**src/rtl/core/sprite_quad_vertex_setup_defines.svh**
```systemverilog
// Assertion macros shared by the sprite quad vertex setup RTL.
// Every macro samples on clock and is disabled while reset is high.
`ifndef SPRITE_QUAD_VERTEX_SETUP_DEFINES_SVH
`define SPRITE_QUAD_VERTEX_SETUP_DEFINES_SVH

// The consequent holds in the same cycle as the antecedent.
`define SQV_ASSERT_NOW(label, ante, cons, msg) \
   label: assert property (@(posedge clock) disable iff (reset) (ante) |-> (cons)) \
      else $error(msg);

// The consequent holds in the cycle after the antecedent.
`define SQV_ASSERT_NEXT(label, ante, cons, msg) \
   label: assert property (@(posedge clock) disable iff (reset) (ante) |=> (cons)) \
      else $error(msg);

`endif

```
**src/rtl/core/sqv_pkg.sv**
```systemverilog
// Package for the sprite quad vertex setup: request and vertex types,
// register indexes, CORDIC angle table, corner order and saturation.
// No dependencies.
`default_nettype none

package sqv_pkg;

   localparam int VERTS_PER_SPRITE = 6;
   localparam int CORDIC_STEPS = 16;
   localparam int CSR_INDEX_W = 3;
   localparam int CSR_DATA_W = 16;

   localparam logic [CSR_INDEX_W-1:0] CSR_VIEWPORT_WIDTH = 3'd0;
   localparam logic [CSR_INDEX_W-1:0] CSR_VIEWPORT_HEIGHT = 3'd1;
   localparam logic [CSR_INDEX_W-1:0] CSR_TEXTURE_WIDTH = 3'd2;
   localparam logic [CSR_INDEX_W-1:0] CSR_TEXTURE_HEIGHT = 3'd3;

   localparam int DIV_NUM_W = 38;
   localparam int DIV_DEN_W = 20;
   localparam int DIV_Q_W = 25;
   localparam int DIV_RES_W = DIV_Q_W + 1;
   localparam int DIV_LAT = DIV_Q_W + 1;

   typedef struct packed {
      logic signed [15:0] dest_x;
      logic signed [15:0] dest_y;
      logic signed [15:0] dest_w;
      logic signed [15:0] dest_h;
      logic [31:0]        rgba;
      logic signed [15:0] turn_angle;
      logic signed [15:0] src_x;
      logic signed [15:0] src_y;
      logic signed [15:0] src_w;
      logic signed [15:0] src_h;
   } sqv_req_type;

   typedef struct packed {
      logic signed [23:0] ndc_x;
      logic signed [23:0] ndc_y;
      logic [31:0]        vertex_rgba;
      logic signed [23:0] tex_u;
      logic signed [23:0] tex_v;
      logic [2:0]         vertex_slot;
      logic               last_vertex;
   } sqv_rsp_type;

   // Arctangent of 2^-i in degrees, Q.16.
   function automatic logic signed [24:0] atan_q16(input int i);
      logic signed [24:0] t;
      unique case (i)
         0: t = 25'sd2949120;
         1: t = 25'sd1740967;
         2: t = 25'sd919879;
         3: t = 25'sd466945;
         4: t = 25'sd234378;
         5: t = 25'sd117303;
         6: t = 25'sd58666;
         7: t = 25'sd29335;
         8: t = 25'sd14668;
         9: t = 25'sd7334;
         10: t = 25'sd3667;
         11: t = 25'sd1833;
         12: t = 25'sd917;
         13: t = 25'sd458;
         14: t = 25'sd229;
         default: t = 25'sd115;
      endcase
      return t;
   endfunction

   // Corner emitted at each vertex slot: 0, 1, 2, 2, 1, 3.
   function automatic logic [1:0] corner_of(input logic [2:0] slot);
      logic [1:0] c;
      unique case (slot)
         3'd0: c = 2'd0;
         3'd1: c = 2'd1;
         3'd2: c = 2'd2;
         3'd3: c = 2'd2;
         3'd4: c = 2'd1;
         default: c = 2'd3;
      endcase
      return c;
   endfunction

   function automatic logic signed [23:0] sat24(input logic signed [26:0] v);
      logic signed [23:0] r;
      if (v > 27'sd8388607) begin
         r = 24'sh7FFFFF;
      end else if (v < -27'sd8388608) begin
         r = 24'sh800000;
      end else begin
         r = v[23:0];
      end
      return r;
   endfunction

endpackage

`default_nettype wire

```
**src/rtl/core/sqv_divider.sv**
```systemverilog
// Pipelined signed divider with round-to-nearest, ties away from zero.
// One quotient bit per stage, quotient clamped to its width; uses sqv_pkg.
`default_nettype none

module sqv_divider (
   input  wire logic                                   clock,
   input  wire logic                                   en,
   input  wire logic signed [sqv_pkg::DIV_NUM_W-1:0]   num,
   input  wire logic [sqv_pkg::DIV_DEN_W-1:0]          den,
   output logic signed [sqv_pkg::DIV_RES_W-1:0]        quo
);
   import sqv_pkg::*;

   localparam int RW = DIV_NUM_W + 1;
   localparam int TW = DIV_DEN_W + DIV_Q_W;

   logic [RW-1:0]        rem_ff [0:DIV_Q_W];
   logic [DIV_Q_W-1:0]   q_ff [0:DIV_Q_W];
   logic [DIV_DEN_W-1:0] den_ff [0:DIV_Q_W];
   logic                 neg_ff [0:DIV_Q_W];
   logic                 ovf_ff [0:DIV_Q_W];

   logic [DIV_NUM_W-1:0] mag_in;
   logic [RW-1:0]        rem_in;
   logic [DIV_Q_W-1:0]   res;

   assign mag_in = num[DIV_NUM_W-1] ? DIV_NUM_W'(-num) : DIV_NUM_W'(num);
   assign rem_in = RW'(mag_in) + RW'(den >> 1);

   always_ff @(posedge clock) begin
      if (en) begin
         rem_ff[0] <= rem_in;
         q_ff[0] <= '0;
         den_ff[0] <= den;
         neg_ff[0] <= num[DIV_NUM_W-1];
         ovf_ff[0] <= TW'(rem_in) >= {den, {DIV_Q_W{1'b0}}};
      end
   end

   for (genvar k = 1; k <= DIV_Q_W; k++) begin : g_stage
      localparam int B = DIV_Q_W - k;
      logic [TW-1:0] trial;
      logic          take;
      assign trial = TW'(den_ff[k-1]) << B;
      assign take = TW'(rem_ff[k-1]) >= trial;
      always_ff @(posedge clock) begin
         if (en) begin
            rem_ff[k] <= take ? rem_ff[k-1] - trial[RW-1:0] : rem_ff[k-1];
            q_ff[k] <= q_ff[k-1] | (DIV_Q_W'(take) << B);
            den_ff[k] <= den_ff[k-1];
            neg_ff[k] <= neg_ff[k-1];
            ovf_ff[k] <= ovf_ff[k-1];
         end
      end
   end

   assign res = ovf_ff[DIV_Q_W] ? '1 : q_ff[DIV_Q_W];
   assign quo = neg_ff[DIV_Q_W] ? -$signed({1'b0, res}) : $signed({1'b0, res});

endmodule

`default_nettype wire

```
**config.mk**
```make
export PLATFORM = sky130hd
export DESIGN_NAME = sqv_divider
export DESIGN_NICKNAME = d
export VERILOG_FILES = /design/src/rtl/core/sprite_quad_vertex_setup_defines.svh /design/src/rtl/core/sqv_pkg.sv /design/src/rtl/core/sqv_divider.sv
export SDC_FILE = /design/constraint.sdc
export NUM_CORES = 2
export LEC_CHECK = 0
export ABC_CLOCK_PERIOD_IN_PS = 10640
export BUFFER_PORTS_ARGS = -buffer_cell sky130_fd_sc_hd__buf_2
export CORE_MARGIN = 3
export CORE_UTILIZATION = 45
export CTS_CLUSTER_SIZE = 16
export DETAILED_ROUTE_END_ITERATION = 8
export PLACE_DENSITY = 0.69
export SLEW_MARGIN = 20
export SYNTH_ARGS = -nofsm -noshare
export SYNTH_HDL_FRONTEND = slang
export SYNTH_SLANG_ARGS = --single-unit
```
**constraint.sdc**
```tcl
create_clock -name clock -period 10.64 [get_ports clock]
set_clock_uncertainty 0.2 [all_clocks]
set_input_delay 0.532 -clock clock [delete_from_list [all_inputs] [get_ports clock]]
set_output_delay 0.532 -clock clock [all_outputs]
set_load 0.05 [all_outputs]
```
==> summary.md <==
| Metric | Value |
|---|---|
| CTS resizes | 0 |
| Final instance area | 0.102 mm² |
| Combinational power share | 28.4% |
| Hold Path Class | in -> reg |
| RSZ-0062 raised after global routing | false |
| Die Y | between 400 and 500 µm |
| Clk pin slew, worst setup/hold paths | 0.06 ns |
| Synth area leader | edfxtp_1 |
| Tot GR Track Use | between 10% and 20% |
| Worst EP arrival | 8.65 ns |
| First-pass GRT wire length | 311000 µm |
| Xor/xnor share of the synthesized area | under 10% |
| Max-slew violations | 0 |
| # Max-Cap Violations | 0 |
| Synth Register Bits | between 1500 and 2000 |
| DR iter-0 viols | 3808 |
| Maximum vdd ir drop | 190 µV |
| Tmin final | around 8 ns |
| Top post-synthesis cells by area | edfxtp_1 61%, ha_1 7.1%, xnor2_1 3.0% |
| Final hold vios | 0 |
| Largest net degree at the start of global routing | 188 |
| Leading cell types in the layout, fill and taps excluded | 1852 x edfxtp_1, 640 x inv_1, 521 x ha_1 |
| Antenna viol nets, final | 0 |
| Setup TNS | 0 ns |
| Syn. warnings | 0 |
| Reg-to-Reg Start | den_ff[5][60] |
| Sw Ratio | ~31% |
| CP max stage cell | o31ai_1 |
| Complex-gate fraction of the synthesized area | 9.99% |
| Levels on crit path | 28 |
| H-tree Lvls | 4 |
| Area Growth Syn to Fin | 11.8% |
| Initial Util | 45.4% |
| R2R cell count | 13 |
| Ys async rst share | 0% |
| Placer congestion estimate | 0.896 |
| Crit path max-delay family | simple AND/OR/NAND/NOR gates |
| Fin nets | 8089 |
| Post-synthesis mux area share | 2.11% |
| Slew headroom | a little over a quarter |
| Hold path cells | 3 |
| Critical Path Max Stage Delay | approximately 0.7 ns |
| Core area | 0.201 mm² |
| Post-Synth Adder-Cell Area | between 7 and 8% |
| Top cell by count, worst path | or4_1 |
| Vias | approximately 56000 |
| Total Routed Length | about 200000 µm |
| P per Cell Area | 238 mW/mm² |
| Root Buffer | clkbuf_16 |
| Final non-filler cell total | 10300 |
| CTS tree | yes |
| Layout cells sized above 1 | 8.61% |
| P_sw | 7.61 mW |
| Pin slew with the least headroom to its limit | ~1.1 ns |
| Num rows | 164 |
| Initial antenna violation count | 2 |
| Startpoint types | input port |
| Synth Area per Inst | roughly 13 µm² |
| CTS sink count | 1852 |
| Flop pwr share | between 40% and 50% |
| Die width | 456 µm |
| Post-route DRC | 0 |
| Post-CTS setup buffer count | 0 |
| Hold buffers post-CTS | 28 |
| Clk Latency, worst-skew pair | 0.86 ns |
| Post-Synth Simple-Gate Area | between 10% and 20% |
| Outcome | completed |
| Largest family of logic cells by synthesized area | simple AND/OR/NAND/NOR gates |
| Synth cell types | 90 |
| Final HPWL from detailed placement | 149000 µm |
| Vias in the first global route | 57500 |
| Clk pwr share | 28.4% |
| Hold_sp | num[30] |
| Required time worst endpoint | 11.13 ns |
| Ports | 86 |
| PortBufs | 85 |
| Post-Syn Area | between 0.09 and 0.1 mm² |
| Longest Clk Path Bufs | 3 |
| Int Power | 16.7 mW |
| Post-synth top flop | edfxtp_1 |
| Tcrit/Tclk final | 76.7% |
| Setup violators final | 0 |
| Dpl cell area | 0.0950 mm² |
| Gr ovfl total | 0 |
| Critical path peak fanout | 9 |
| Lkg Pwr | around 38 nW |
| Die area | between 0.2 and 0.25 mm² |
| First-pass DRT Iterations | 6 |
| Worst setup EP type | flop |
| Post-synth EDFFs | 1852 |
| Wire length per cell | 19.2 µm |
| Fin util | 50.8% |
| Total CTS buffers | 194 |
| Synth top area share | 61.0% |
| Register area share after synthesis | 61.0% |
| Placed cells | 9915 |
| Crit Path Category | in -> reg |
| Max Freq | between 0.1 and 0.15 GHz |
| Vias/cell | between 5 and 6 |
| Critical path buffer and inverter count | 3 |
| CP Launch Point | num[0] |
| Cell count after synthesis | 7245 |
| Commonest non-fill, non-tap cell in the layout | edfxtp_1 |
## power groups by stage
stage | clock (mW) | combinational (mW) | sequential (mW)
after floorplan | 0 | 5.23 | 10.3
final | 6.91 | 6.91 | 10.5
after CTS | 7.08 | 6.87 | 10.5
after detailed placement | 0 | 6.81 | 10.6
after global routing | 7.39 | 7.69 | 10.6
after global placement | 0 | 6.56 | 10.6
## cell usage after synthesis, drive strengths merged (94+ instances only)
cell    instances
edfxtp       1852
o21ai         439
ha            521
clkbuf         94
xor2          281
a21o          160
nand3         102
nand2b        108
inv           642
nor4          127
nand2         499
nor2          389
mux2          151
nor2b          99
nor3          137
xnor2         316
a21oi         416
## kinds of logic (layout without fill, tap and decap cells)
logic type	Yosys count	count (layout)
buffers and inverters	752	1150
AO/OA/AOI/OAI	1472	1472
other	1	3
multiplexers	173	173
flip-flops	1852	1852
AND/OR/NAND/NOR	1852	1852
adder cells (fa/ha/maj)	546	546
XOR/XNOR	597	597
## cell type report
class | count | area [µm²]
fill | 16800 | 98700
sequential | 1852 | 55600
multi-input combinational | 4642 | 32800
clock buffer | 216 | 4940
tap | 2656 | 3320
inverter | 642 | 2410
clock inverter | 141 | 1730
timing repair buffer | 151 | 1120
antenna | 1 | 2.50
## worst reg2reg max path: stages (launching register included)
cell	delay, ns
edfxtp_1	0.39
ha_1	0.25
fa_1	0.40
nor2b_1	0.17
o31a_1	0.17
o21ai_0	0.20
a21oi_1	0.45
nor3_1	0.12
o21ai_0	0.64
a311oi_4	0.16
buf_4	0.29
nor4b_1	0.92
nand2_1	0.17
xnor2_1	0.16
## final timing paths
check	endpoint	slack [ns]
worst max-delay path	ovf_ff[0][0]	2.48
worst min-delay path	rem_ff[0][30]	0.08
worst max register to register	rem_ff[3][32]	5.74
worst min register to register	q_ff[8][22]	0.18
## metal layers
layer	share of wire [%]	global-route usage, %
met4	6.4	11.2
met2	55	36.9
met3	3.2	2.78
met5	0	0
met1	35	18.4
## registers in the layout, summed over array words and instances (netlist names)
signal / count
neg_ff: 26
ovf_ff: 26
den_ff: 500
rem_ff: 975
q_ff: 325
## per-stage QoR
stage | hold WS [ns] | total power, mW | setup slack [ns]
final | 0.0775 | 24.3 | 2.48
after global routing | 0.0476 | 25.7 | 2.14
after CTS | 0.00588 | 24.4 | 2.60
after detailed placement | 0.205 | 17.4 | 2.30
after global placement | 0.200 | 17.2 | 2.26
after floorplan | 0.200 | 15.5 | 3.72
Power figures use the tool's default switching activity.
